$ cat src/design/htq_pkg.sv
// Package for the heap timer queue: sequencer states, operation and status codes.
// No dependencies; used by the top level and the testbench.
`default_nettype none
package htq_pkg;

    localparam int ID_BITS  = 4;
    localparam int ID_COUNT = 16;
    localparam int CNT_BITS = 5;

    typedef enum logic [1:0] {
        OP_ADD    = 2'd0,
        OP_REMOVE = 2'd1,
        OP_CHECK  = 2'd2,
        OP_NONE   = 2'd3
    } t_op;

    typedef enum logic [1:0] {
        ST_OK         = 2'd0,
        ST_FULL       = 2'd1,
        ST_QUEUED     = 2'd2,
        ST_NOT_QUEUED = 2'd3
    } t_status;

    typedef enum logic [3:0] {
        S_IDLE,
        S_DISPATCH,
        S_TK_START,
        S_TK_LOAD,
        S_UP_RD,
        S_UP_CMP,
        S_DN_RDL,
        S_DN_RDR,
        S_DN_PICK,
        S_DN_CMP,
        S_FIN,
        S_CK_RD,
        S_CK_CMP
    } t_state;

endpackage
`default_nettype wire

$ cat src/design/htq_cmp.sv
// Shared unsigned magnitude comparator for the heap timer queue.
// Depends on nothing but its parameter.
`default_nettype none
module htq_cmp #(
    parameter int TIME_BITS = 32
) (
    input  wire logic [TIME_BITS-1:0] i_a,
    input  wire logic [TIME_BITS-1:0] i_b,
    output logic                      o_lt,
    output logic                      o_le
);
    assign o_lt = i_a < i_b;
    assign o_le = i_a <= i_b;
endmodule
`default_nettype wire

$ cat src/design/htq_mem.sv
// Heap slot store: one write port and one registered read port.
// Depends on nothing but its parameters.
`default_nettype none
module htq_mem #(
    parameter int DEPTH = 16,
    parameter int WIDTH = 36
) (
    input  wire logic                     i_clk,
    input  wire logic                     i_we,
    input  wire logic [$clog2(DEPTH)-1:0] i_waddr,
    input  wire logic [WIDTH-1:0]         i_wdata,
    input  wire logic [$clog2(DEPTH)-1:0] i_raddr,
    output logic      [WIDTH-1:0]         o_rdata
);
    logic [WIDTH-1:0] r_mem [DEPTH];

    always_ff @(posedge i_clk) begin
        if (i_we) begin
            r_mem[i_waddr] <= i_wdata;
        end
    end

    always_ff @(posedge i_clk) begin
        o_rdata <= r_mem[i_raddr];
    end
endmodule
`default_nettype wire

$ cat src/design/heap_timer_queue_top.sv
// Top level of the heap timer queue: sequencer, id tables and result register.
// Depends on htq_pkg, htq_cmp and htq_mem.
`default_nettype none
// A binary min-heap of timer expiry times driven by one command at a time. A command
// is taken when start is high and busy low; busy then stays high until the last result
// has been produced. Every result appears for one cycle with o_valid and cannot be
// stalled. Each heap level visited takes a read and a compare state on sift up, and a
// read of each child, a pick when there are two and a compare on sift down, because every heap slot comes
// through the single registered read port of the slot store and every key compare goes
// through the one shared comparator. A refused request keeps busy high only in the
// dispatch state. The last result of a command shows in the first cycle that busy is
// low; the fired timers of a check show before it, while busy is still high, and busy
// stays high over a check until every timer that is due has been removed.
module heap_timer_queue_top #(
    parameter int HEAP_DEPTH = 16,
    parameter int TIME_BITS  = 32
) (
    input  wire logic        i_clk,
    input  wire logic        i_rst_n,
    input  wire logic        start,
    output logic             busy,
    input  wire logic [1:0]  i_opcode,
    input  wire logic [3:0]  i_timer_id,
    input  wire logic [31:0] i_expire_time,
    input  wire logic [31:0] i_now_time,
    output logic             o_valid,
    output logic [1:0]       o_status,
    output logic             o_fired,
    output logic [3:0]       o_fired_id,
    output logic [4:0]       o_entry_count,
    output logic             o_last
);
    import htq_pkg::*;

    localparam int PW = $clog2(HEAP_DEPTH);
    localparam int SW = $clog2(HEAP_DEPTH + 1);
    localparam int KW = PW + 2;
    localparam int DW = TIME_BITS + ID_BITS;

    t_state r_state, n_state;
    t_op    r_op, n_op;
    logic [ID_BITS-1:0]   r_id, n_id;
    logic [TIME_BITS-1:0] r_now, n_now;
    logic [DW-1:0]        r_cur, n_cur, r_kid, n_kid;
    logic [PW-1:0]        r_pos, n_pos, r_kidpos, n_kidpos;
    logic [SW-1:0]        r_size, n_size;
    logic [ID_COUNT-1:0]  r_queued, n_queued;
    logic [PW-1:0]        r_slot [ID_COUNT];
    logic                 r_rm, n_rm, r_moved, n_moved, r_pend, n_pend;
    logic [ID_BITS-1:0]   r_pend_id, n_pend_id;
    logic                 r_ov, n_ov, r_fr, n_fr, r_last, n_last;
    t_status              r_st, n_st;
    logic [ID_BITS-1:0]   r_fid, n_fid;
    logic [CNT_BITS-1:0]  r_cnt, n_cnt;

    logic                 mem_we;
    logic [PW-1:0]        mem_waddr, mem_raddr;
    logic [DW-1:0]        mem_wdata, mem_rdata;
    logic                 slot_we;
    logic [ID_BITS-1:0]   slot_wid;
    logic [PW-1:0]        slot_wpos;
    logic [TIME_BITS-1:0] cmp_a, cmp_b;
    logic                 cmp_lt, cmp_le;

    logic [KW-1:0] w_kid, w_kid1;
    logic          w_kid_in, w_kid1_in, w_full, w_q, w_fire;
    logic [PW-1:0] w_end, w_parent, w_slotpos;

    assign w_kid     = KW'({r_pos, 1'b1});
    assign w_kid1    = w_kid + KW'(1);
    assign w_kid_in  = w_kid < KW'(r_size);
    assign w_kid1_in = w_kid1 < KW'(r_size);
    assign w_end     = PW'(r_size - SW'(1));
    assign w_parent  = PW'((r_pos - PW'(1)) >> 1);
    assign w_full    = r_size >= SW'(HEAP_DEPTH);
    assign w_q       = r_queued[r_id];
    assign w_slotpos = r_slot[r_id];
    assign w_fire    = (r_size != '0) && cmp_le;

    htq_mem #(.DEPTH(HEAP_DEPTH), .WIDTH(DW)) u_mem (
        .i_clk  (i_clk),
        .i_we   (mem_we),
        .i_waddr(mem_waddr),
        .i_wdata(mem_wdata),
        .i_raddr(mem_raddr),
        .o_rdata(mem_rdata)
    );

    htq_cmp #(.TIME_BITS(TIME_BITS)) u_cmp (
        .i_a (cmp_a),
        .i_b (cmp_b),
        .o_lt(cmp_lt),
        .o_le(cmp_le)
    );

    // Operand selection for the shared comparator.
    always_comb begin
        cmp_a = r_cur[DW-1:ID_BITS];
        cmp_b = mem_rdata[DW-1:ID_BITS];
        unique case (r_state)
            S_DN_PICK: begin
                cmp_a = r_kid[DW-1:ID_BITS];
            end
            S_DN_CMP: begin
                cmp_b = r_kid[DW-1:ID_BITS];
            end
            S_CK_CMP: begin
                cmp_a = mem_rdata[DW-1:ID_BITS];
                cmp_b = r_now;
            end
            default: begin
            end
        endcase
    end

    // Next state.
    always_comb begin
        n_state = r_state;
        unique case (r_state)
            S_IDLE:     if (start) n_state = S_DISPATCH;
            S_DISPATCH: begin
                unique case (r_op)
                    OP_ADD:    n_state = (w_q || w_full) ? S_IDLE : S_UP_RD;
                    OP_REMOVE: n_state = w_q ? S_TK_START : S_IDLE;
                    OP_CHECK:  n_state = S_CK_RD;
                    default:   n_state = S_IDLE;
                endcase
            end
            S_TK_START: n_state = (w_slotpos == w_end) ? S_FIN : S_TK_LOAD;
            S_TK_LOAD:  n_state = S_UP_RD;
            S_UP_RD: begin
                if (r_pos != '0) n_state = S_UP_CMP;
                else n_state = (r_rm && !r_moved) ? S_DN_RDL : S_FIN;
            end
            S_UP_CMP: begin
                if (cmp_lt) n_state = S_UP_RD;
                else n_state = (r_rm && !r_moved) ? S_DN_RDL : S_FIN;
            end
            S_DN_RDL:   n_state = w_kid_in ? S_DN_RDR : S_FIN;
            S_DN_RDR:   n_state = w_kid1_in ? S_DN_PICK : S_DN_CMP;
            S_DN_PICK:  n_state = S_DN_CMP;
            S_DN_CMP:   n_state = cmp_le ? S_FIN : S_DN_RDL;
            S_FIN:      n_state = (r_op == OP_CHECK) ? S_CK_RD : S_IDLE;
            S_CK_RD:    n_state = S_CK_CMP;
            S_CK_CMP:   n_state = w_fire ? S_TK_START : S_IDLE;
            default:    n_state = S_IDLE;
        endcase
    end

    // Datapath, table writes and results.
    always_comb begin
        n_op = r_op;  n_id = r_id;  n_now = r_now;  n_cur = r_cur;  n_kid = r_kid;
        n_pos = r_pos;  n_kidpos = r_kidpos;  n_size = r_size;  n_queued = r_queued;
        n_rm = r_rm;  n_moved = r_moved;  n_pend = r_pend;  n_pend_id = r_pend_id;
        n_ov = 1'b0;  n_st = ST_OK;  n_fr = 1'b0;  n_fid = '0;  n_last = 1'b1;
        n_cnt = CNT_BITS'(r_size);
        mem_we = 1'b0;  mem_waddr = r_pos;  mem_wdata = r_cur;  mem_raddr = '0;
        slot_we = 1'b0;  slot_wid = r_cur[ID_BITS-1:0];  slot_wpos = r_pos;
        unique case (r_state)
            S_IDLE: begin
                if (start) begin
                    n_op   = t_op'(i_opcode);
                    n_id   = i_timer_id;
                    n_now  = TIME_BITS'(i_now_time);
                    n_cur  = {TIME_BITS'(i_expire_time), i_timer_id};
                    n_pend = 1'b0;
                end
            end
            S_DISPATCH: begin
                unique case (r_op)
                    OP_ADD: begin
                        if (w_q) begin
                            n_ov = 1'b1;  n_st = ST_QUEUED;
                        end else if (w_full) begin
                            n_ov = 1'b1;  n_st = ST_FULL;
                        end else begin
                            n_pos = PW'(r_size);
                            n_size = r_size + SW'(1);
                            n_queued[r_id] = 1'b1;
                            n_rm = 1'b0;  n_moved = 1'b0;
                        end
                    end
                    OP_REMOVE: begin
                        if (!w_q) begin
                            n_ov = 1'b1;  n_st = ST_NOT_QUEUED;
                        end
                    end
                    OP_CHECK: begin
                    end
                    default: n_ov = 1'b1;
                endcase
            end
            S_TK_START: begin
                n_pos = w_slotpos;
                n_queued[r_id] = 1'b0;
                n_size = r_size - SW'(1);
                mem_raddr = w_end;
            end
            S_TK_LOAD: begin
                n_cur = mem_rdata;
                n_rm = 1'b1;  n_moved = 1'b0;
            end
            S_UP_RD: begin
                mem_raddr = w_parent;
                if (r_pos == '0 && !(r_rm && !r_moved)) begin
                    mem_we = 1'b1;  slot_we = 1'b1;
                end
            end
            S_UP_CMP: begin
                if (cmp_lt) begin
                    // The parent drops into the hole; the moving entry stays in r_cur.
                    mem_we = 1'b1;  mem_wdata = mem_rdata;
                    slot_we = 1'b1;  slot_wid = mem_rdata[ID_BITS-1:0];
                    n_pos = w_parent;  n_moved = 1'b1;
                end else if (!(r_rm && !r_moved)) begin
                    mem_we = 1'b1;  slot_we = 1'b1;
                end
            end
            S_DN_RDL: begin
                mem_raddr = PW'(w_kid);
                if (!w_kid_in) begin
                    mem_we = 1'b1;  slot_we = 1'b1;
                end
            end
            S_DN_RDR: begin
                n_kid = mem_rdata;  n_kidpos = PW'(w_kid);
                mem_raddr = PW'(w_kid1);
            end
            S_DN_PICK: begin
                // The right child wins unless the left one is strictly earlier.
                if (!cmp_lt) begin
                    n_kid = mem_rdata;  n_kidpos = PW'(w_kid1);
                end
            end
            S_DN_CMP: begin
                mem_we = 1'b1;  slot_we = 1'b1;
                if (!cmp_le) begin
                    mem_wdata = r_kid;  slot_wid = r_kid[ID_BITS-1:0];
                    n_pos = r_kidpos;
                end
            end
            S_FIN: begin
                if (r_op != OP_CHECK) n_ov = 1'b1;
            end
            S_CK_RD: begin
                mem_raddr = '0;
            end
            S_CK_CMP: begin
                // A fired timer is reported once the next root has been tested.
                if (r_pend) begin
                    n_ov = 1'b1;  n_fr = 1'b1;  n_fid = r_pend_id;  n_last = !w_fire;
                end else if (!w_fire) begin
                    n_ov = 1'b1;
                end
                if (w_fire) begin
                    n_id = mem_rdata[ID_BITS-1:0];
                    n_pend = 1'b1;  n_pend_id = mem_rdata[ID_BITS-1:0];
                end
            end
            default: begin
            end
        endcase
    end

    always_ff @(posedge i_clk) begin
        if (!i_rst_n) begin
            r_state  <= S_IDLE;
            r_size   <= '0;
            r_queued <= '0;
            r_ov     <= 1'b0;
            r_pend   <= 1'b0;
        end else begin
            r_state  <= n_state;
            r_size   <= n_size;
            r_queued <= n_queued;
            r_ov     <= n_ov;
            r_pend   <= n_pend;
        end
    end

    always_ff @(posedge i_clk) begin
        r_op <= n_op;  r_id <= n_id;  r_now <= n_now;  r_cur <= n_cur;  r_kid <= n_kid;
        r_pos <= n_pos;  r_kidpos <= n_kidpos;  r_rm <= n_rm;  r_moved <= n_moved;
        r_pend_id <= n_pend_id;  r_st <= n_st;  r_fr <= n_fr;  r_fid <= n_fid;
        r_last <= n_last;  r_cnt <= n_cnt;
        if (slot_we) begin
            r_slot[slot_wid] <= slot_wpos;
        end
    end

    assign busy          = (r_state != S_IDLE);
    assign o_valid       = r_ov;
    assign o_status      = r_st;
    assign o_fired       = r_fr;
    assign o_fired_id    = r_fid;
    assign o_entry_count = r_cnt;
    assign o_last        = r_last;
endmodule
`default_nettype wire

$ cat config.mk
export PLATFORM = sky130hd
export DESIGN_NAME = heap_timer_queue_top
export DESIGN_NICKNAME = d
export VERILOG_FILES = /design/src/design/htq_pkg.sv /design/src/design/htq_cmp.sv /design/src/design/htq_mem.sv /design/src/design/heap_timer_queue_top.sv
export SDC_FILE = /design/constraint.sdc
export NUM_CORES = 1
export LEC_CHECK = 0
export BUFFER_PORTS_ARGS = -buffer_cell sky130_fd_sc_hd__buf_4
export CORE_AREA = 2 2 270 272
export CTS_CLUSTER_DIAMETER = 200
export DETAILED_ROUTE_END_ITERATION = 8
export DIE_AREA = 0 0 272 274
export GPL_TIMING_DRIVEN = 0
export HOLD_SLACK_MARGIN = 0.05
export PLACE_DENSITY = 0.68
export SKIP_LAST_GASP = 1
export SLEW_MARGIN = 20
export SYNTH_ARGS = -nofsm -noshare
export SYNTH_HDL_FRONTEND = slang
export SYNTH_SLANG_ARGS = --single-unit
$ cat constraint.sdc
create_clock -name i_clk -period 6.6 [get_ports i_clk]
set_clock_uncertainty 0.1 [all_clocks]
set_input_delay 0.33 -clock i_clk [delete_from_list [all_inputs] [get_ports i_clk]]
set_output_delay 0.33 -clock i_clk [all_outputs]
set_load 0.05 [all_outputs]
### Yosys cells after proc, flatten, opt, wreduce, memory -nomap -nowiden

Memories as Yosys holds them, arrays and structs flattened. A register that Yosys moved wholly into a read port is not among the register bits.
Index checks and enable logic that the tools add are counted.

| word-level totals | value |
|---|---|
| RAM bits | 640 |
| register bits after elaboration | 164 |
| output and inout port bits | 15 |
| memories kept | 2 |

Memory list:

| memory | depth | bits a word | rd ports | clocked after Yosys merged registers in | wr ports | RTL line | text |
|---|---|---|---|---|---|---|---|
| u_mem.r_mem | 16 | 36 | 1 | 1 | 1 | htq_mem.sv:15 | `logic [WIDTH-1:0] r_mem [DEPTH];` |
| r_slot | 16 | 4 | 1 | 1 | 1 | heap_timer_queue_top.sv:48 | `logic [PW-1:0] r_slot [ID_COUNT];` |

| operators by class | value |
|---|---|
| reduce and logical (&&, ||, !) cells | 31 |
| muxes and demuxes | 80 |
| bitwise gates (word level) | 3 |
| add/subtract/negate cells | 4 |
| order comparisons | 7 |
| equal/unequal tests | 24 |

Operators by type and width:

| operator | count |
|---|---|
| 36-bit one-hot mux with 2 select lines | 3 |
| 36-bit two-way mux | 4 |
| 32-bit one-hot mux with 2 select lines | 2 |
| 4-bit two-way mux | 19 |
| 4-bit one-hot mux with 13 select lines | 1 |
| 16-bit two-way mux | 3 |
| 32-bit less-or-equal comparator | 1 |
| 32-bit less-than comparator | 1 |
| 16-bit one-hot mux with 2 select lines | 1 |
| 4-bit one-hot mux with 4 select lines | 2 |
| 4-bit one-hot mux with 2 select lines | 3 |
| 1-bit two-way mux | 23 |
| 4-bit == test (second input constant) | 5 |
| 16-bit AND | 1 |
| 4-bit by 3-bit == test with 1-bit output (second input constant) | 4 |
| 2-bit != test (second input constant) | 8 |
| 16-bit inverter | 1 |
| 16-bit OR | 1 |
| 5-bit two-way mux | 3 |
| 4-bit one-hot mux with 3 select lines | 1 |
| 4-bit nonzero test | 3 |
| 5-bit one-hot mux with 2 select lines | 1 |
| 2-bit AND reduction | 5 |
| 2-bit nonzero test | 5 |
| 34 further kinds | 48 |

### Logic depth before layout (Yosys ltp)

| logic depth | value |
|---|---|
| word-level depth | 9 |
| depth in mapped cells | 19 |
| gate-level depth less buffers | 15 |

### By module

Synthesis repeated with hierarchy kept, for this count alone.

| second synthesis, totals | value |
|---|---|
| cell total of the unflattened synthesis | 2022 |
| area total of the unflattened synthesis | 34484.3 µm² |

Modules (own cells, without submodules):

| module | sequential area each (µm²) | area an instance (µm²) | instances | cells each |
|---|---|---|---|---|
| htq_mem | 18017.3 | 22318.9 | 1 | 938 |
| heap_timer_queue_top | 6526.3 | 11344.6 | 1 | 966 |
| htq_cmp | 0.0 | 820.8 | 1 | 118 |

### Least setup slack after synthesis

No wires, ideal clock.

| timing path | value |
|---|---|
| path kind | register -> register |
| from | register r_state[1] |
| to | register r_kid[0] (enable) |
| clock period less this slack | 6.682 ns |
| slack | -0.082 ns |
| data required time | 6.007 ns |
| cell stages (with the launch flop) | 16 |
| library setup time | 0.493 ns |
| data arrival time | 6.089 ns |
| cells stage by stage | dfxtp_1 -> buf_2 -> nor2_1 -> and3_1 -> clkbuf_1 -> clkbuf_1 -> buf_1 -> a22o_1 -> a21oi_1 -> ha_1 -> nand4_1 -> nor4_1 -> a21boi_2 -> o31a_1 -> nor2_1 -> o21ai_0 |

| between the ends | value |
|---|---|
| word-level cells in the longest chain between the ends | 5 |
| elaborated cells on any way between the ends | 10 |
| those cells by class | order compare (1); eq/ne (5); mux (2); reduce/logical (2) |

RTL lines:

| item | RTL line | text |
|---|---|---|
| start, declared | heap_timer_queue_top.sv:40 | `t_state r_state, n_state;` |
| start signal, assigned | heap_timer_queue_top.sv:273 | `r_state <= n_state;` |
| 4-bit == test (on tied branches) | heap_timer_queue_top.sv:100, heap_timer_queue_top.sv:159 |  |
| 32-bit one-hot mux with 2 select lines | heap_timer_queue_top.sv:100 | `unique case (r_state)` |
| 32-bit less-than comparator | htq_cmp.sv:12 | `assign o_lt = i_a < i_b;` |
| 2-bit != test (no source line) | -- |  |
| 2-bit AND reduction (no source line) (*) | -- |  |
| end signal, assigned | heap_timer_queue_top.sv:282 | `r_op <= n_op; r_id <= n_id; r_now <= n_now; r_cur <= n_cur; r_kid <= n_kid;` |
| end, declared | heap_timer_queue_top.sv:44 | `logic [DW-1:0] r_cur, n_cur, r_kid, n_kid;` |

Mark *: on every way between the ends. The rest lies on a longest branch, timed or not.
A chain may end at the register's enable or synchronous reset.

### Worst setup path after layout

| timing path | value |
|---|---|
| from | register r_state[1] |
| to | memory u_mem.r_mem[4][31] (enable) |

| between the ends | value |
|---|---|
| word-level cells in the longest chain between the ends | 7 |
| elaborated cells on any way between the ends | 13 |
| those cells by class | order compare (1); eq/ne (6); mux (6) |

RTL lines:

| item | RTL line | text |
|---|---|---|
| 4-bit == test (on tied branches) | heap_timer_queue_top.sv:100, heap_timer_queue_top.sv:159 |  |
| 32-bit one-hot mux with 2 select lines | heap_timer_queue_top.sv:100 |  |
| 32-bit less-than comparator | htq_cmp.sv:12 |  |
| 1-bit two-way mux | heap_timer_queue_top.sv:210 | `if (cmp_lt) begin` |
| 1-bit one-hot mux with 4 select lines (*) | heap_timer_queue_top.sv:159 | `unique case (r_state)` |
| 1-bit two-way mux (*) | htq_mem.sv:18 | `if (i_we) begin` |
| 1-bit two-way mux (not written as such) (*) | htq_mem.sv:19 | `r_mem[i_waddr] <= i_wdata;` |
| end, declared | htq_mem.sv:15 |  |

Marked as above.

==> impl_metrics.json <==
{
  "status": "completed",
  "most-common-layout-cells": "edfxtp_1 (764), nand2_1 (394), a211oi_1 (183)",
  "p_per_area_nw_per_um2": 440,
  "overflow": 0,
  "place_area_um2": 37900,
  "yosysWarnings": 0,
  "diodes": 0,
  "setup_tns_ns": 0,
  "crit_required_ns": 6.83,
  "synth-edff-count": 764,
  "p_leak_uw": 0.0139,
  "cts_root_buffer": "clkbuf_16",
  "grt_first_pass_wirelength_um": 148000,
  "cp_max_fo": 20,
  "vdd.ir_drop.worst_mv": 0.275,
  "gr-usage-all-layers": 0.267,
  "setup_slack_ns": 0.172,
  "crit_path_start": "r_state[1]",
  "ys.flop_type": "edfxtp_1",
  "grt_max_degree": 37,
  "place_ws_ns": -0.740,
  "reg2reg_depth": 18,
  "netlist_instances": 2613,
  "worstPathArrival_ns": 6.65,
  "n_fill_cell": 5505,
  "cp-end-kind": "register",
  "antenna_found_initial": 5,
  "syn2layout_area_growth_pct": 17.6,
  "dr.pass1.iters": 6,
  "io_pins": 88,
  "layout.cells.non_filler": 3925,
  "r2r_slack_ns": 0.17,
  "hold_violations": 0,
  "setup_viol": 0,
  "grt_pass1_vias": 23563,
  "viasPerCell": 6.04,
  "clkSlewWorstSetupHoldPaths_ns": 0.06,
  "drv_cap": 0,
  "drt-total-wl_um": 101000,
  "fin_crit_sh": 0.974,
  "ys_ff_latch": 844,
  "fin_crit_ns": 6.43,
  "fin_util": 0.579,
  "place_congestion": 0.934,
  "start_kind": "register",
  "timing.fmax_mhz": 156,
  "dpl.hpwl_um": 69500,
  "synth_area_um2": 35400,
  "die_h_um": 274,
  "cts_tree": "built",
  "design_area_um2": 41600,
  "nets": 3013,
  "die_w_um": 272,
  "rsz0062_at_grt": "true",
  "reg2reg_from": "r_state[1]",
  "hp-class": "register to register",
  "clockBufferDepth": 3,
  "dieArea_um2": 74500,
  "worst-setup-path-type": "register to register",
  "relSlewSlack": 0.263,
  "first_iter_violations": 2482,
  "htree_num_levels": 3,
  "vias": 23720,
  "syn_area_per_cell_um2": 13.6,
  "syn_nets": 2732,
  "synthArstFlopShare": 0,
  "dp.cells": 3681,
  "clock-sinks": 844,
  "tightest_slew_ns": 1.10,
  "cp-endpoint": "u_mem.r_mem[4][31]",
  "rows": 99,
  "layout_commonest_cell": "edfxtp_1",
  "drc": 0,
  "cts_made_buffers": 86,
  "r2r-end": "u_mem.r_mem[4][31]",
  "ant_nets": 0,
  "core_area_um2": 72000,
  "initial_core_util": 0.492,
  "synth_seq_area_share": 0.693,
  "wire_per_inst_um": 25.8,
  "clk_latency_ns": 0.66,
  "drv_slew": 0,
  "drive_gt1_frac": 0.133,
  "port_buffers": 87,
  "synth_cell_types": 69
}
==> cell families after synthesis <==
kind of cell | synth area share
flops | 0.693
compound gates | 0.128
buf+inv | 0.0214
fa+ha+maj | 0.0162
simple gates | 0.0976
xor+xnor | 0.00420
mux | 0.0396
==> area by class of cell <==
| type | count | area [um^2] | area share |
|---|---|---|---|
| tap | 959 | 1200 | 0.0288 |
| buffer | 178 | 721 | 0.0173 |
| multi-input combinational | 1577 | 10300 | 0.247 |
| inverter | 16 | 60.1 | 0.00144 |
| clock inverter | 57 | 561 | 0.0135 |
| timing repair buffer | 191 | 1980 | 0.0476 |
| sequential | 844 | 24500 | 0.589 |
| clock buffer | 103 | 2300 | 0.0552 |
==> how the worst min path moves through the flow <==
| stage | start | to | slack (ns) | cells after the start |
|---|---|---|---|---|
| after floorplan | n_cnt[2] | o_entry_count[2] | 0.23 | 0 |
| after global placement | n_cnt[2] | o_entry_count[2] | 0.24 | 0 |
| after detailed placement | n_cnt[2] | o_entry_count[2] | 0.23 | 0 |
| after CTS | n_cnt[2] | o_entry_count[2] | 0.25 | 0 |
| after global routing | n_cnt[2] | o_entry_count[2] | 0.26 | 0 |
| final | n_cnt[2] | o_entry_count[2] | 0.24 | 0 |
==> stage by stage <==
step           hold slack (ns)  power [uW]
6_report                 0.245       18300
5_1_grt                  0.259       19100
4_1_cts                  0.249       18200
3_5_place_dp             0.234       13300
3_3_place_gp             0.239       13100
2_1_floorplan            0.226       10900
==> cell usage after synthesis (all sizes together) (4+ instances only) <==
library cell  number  area (um^2)
dfxtp             80         1600
nand4              7         43.8
buf               42          186
a22oi             38          285
a211oi           184         1380
nor3              15         86.3
clkbuf           136          510
nand2            398         1490
o21ai             33          169
xor2               4         35.0
inv               16         60.1
a22o              33          289
nor4               6         52.6
nand3             13         65.1
nor2             102          385
and2              21          131
a311oi            72          631
a21oi            171          856
and3              11         68.8
mux2              44          495
mux4              25          578
ha                46          576
a221o              4         40.0
o211ai             6         45.0
mux2i             33          330
nor2b            153          957
a31oi             84          526
o31ai              9         67.6
edfxtp           764        22900
nand2b             8         50.1
xnor2             13          114
==> per-layer routing <==
layer	vias to the layer above	global-route usage	share of wire
met4	2	0.0954	0.031
li1	10600	-	-
met3	191	0.0521	0.099
met1	11706	0.360	0.40
met5	-	0	0.00012
met2	1221	0.436	0.47
==> registers in the layout, indices dropped and copies added (netlist names), 5 cells and up, named ones only <==
name	count
r_now	32
n_cnt	5
u_mem.r_mem	576
r_cur	36
r_kid	36
o_entry_count	5
r_slot	64
u_mem.o_rdata	36
==> power breakdown <==
| group | switching (uW) | leakage (uW) | internal, uW |
|---|---|---|---|
| clock network | 2110 | 0.00139 | 2790 |
| registers | 420 | 0.00757 | 6850 |
| logic | 4330 | 0.00496 | 1810 |
| total | 6860 | 0.0139 | 11500 |
==> worst max-delay path, stage by stage, from the launching register on <==
cell             delay [ns]
dfxtp_1                0.29
buf_2                  0.17
nor2_2                 0.31
and3_1                 0.21
clkbuf_1               0.34
clkbuf_2               0.43
clkdlybuf4s15_2        0.54
a22o_1                 0.20
a21oi_1                0.05
ha_1                   0.35
nand4_1                0.23
nor2_1                 0.07
a221o_1                0.44
o31a_1                 0.44
o21ai_0                0.31
a211oi_2               0.20
nor3b_1                0.50
and2_2                 0.64
buf_16                 0.25
==> timing repair <==
action	in CTS	in global routing
cloned	2	0
pin swaps	4	3
resized for setup	9	27
hold buffers	72	0
setup endpoints to repair	1116	910
endpoints found under the hold margin	82	0
setup buffers	6	4
No activity file was read; power rests on OpenSTA's default activity.
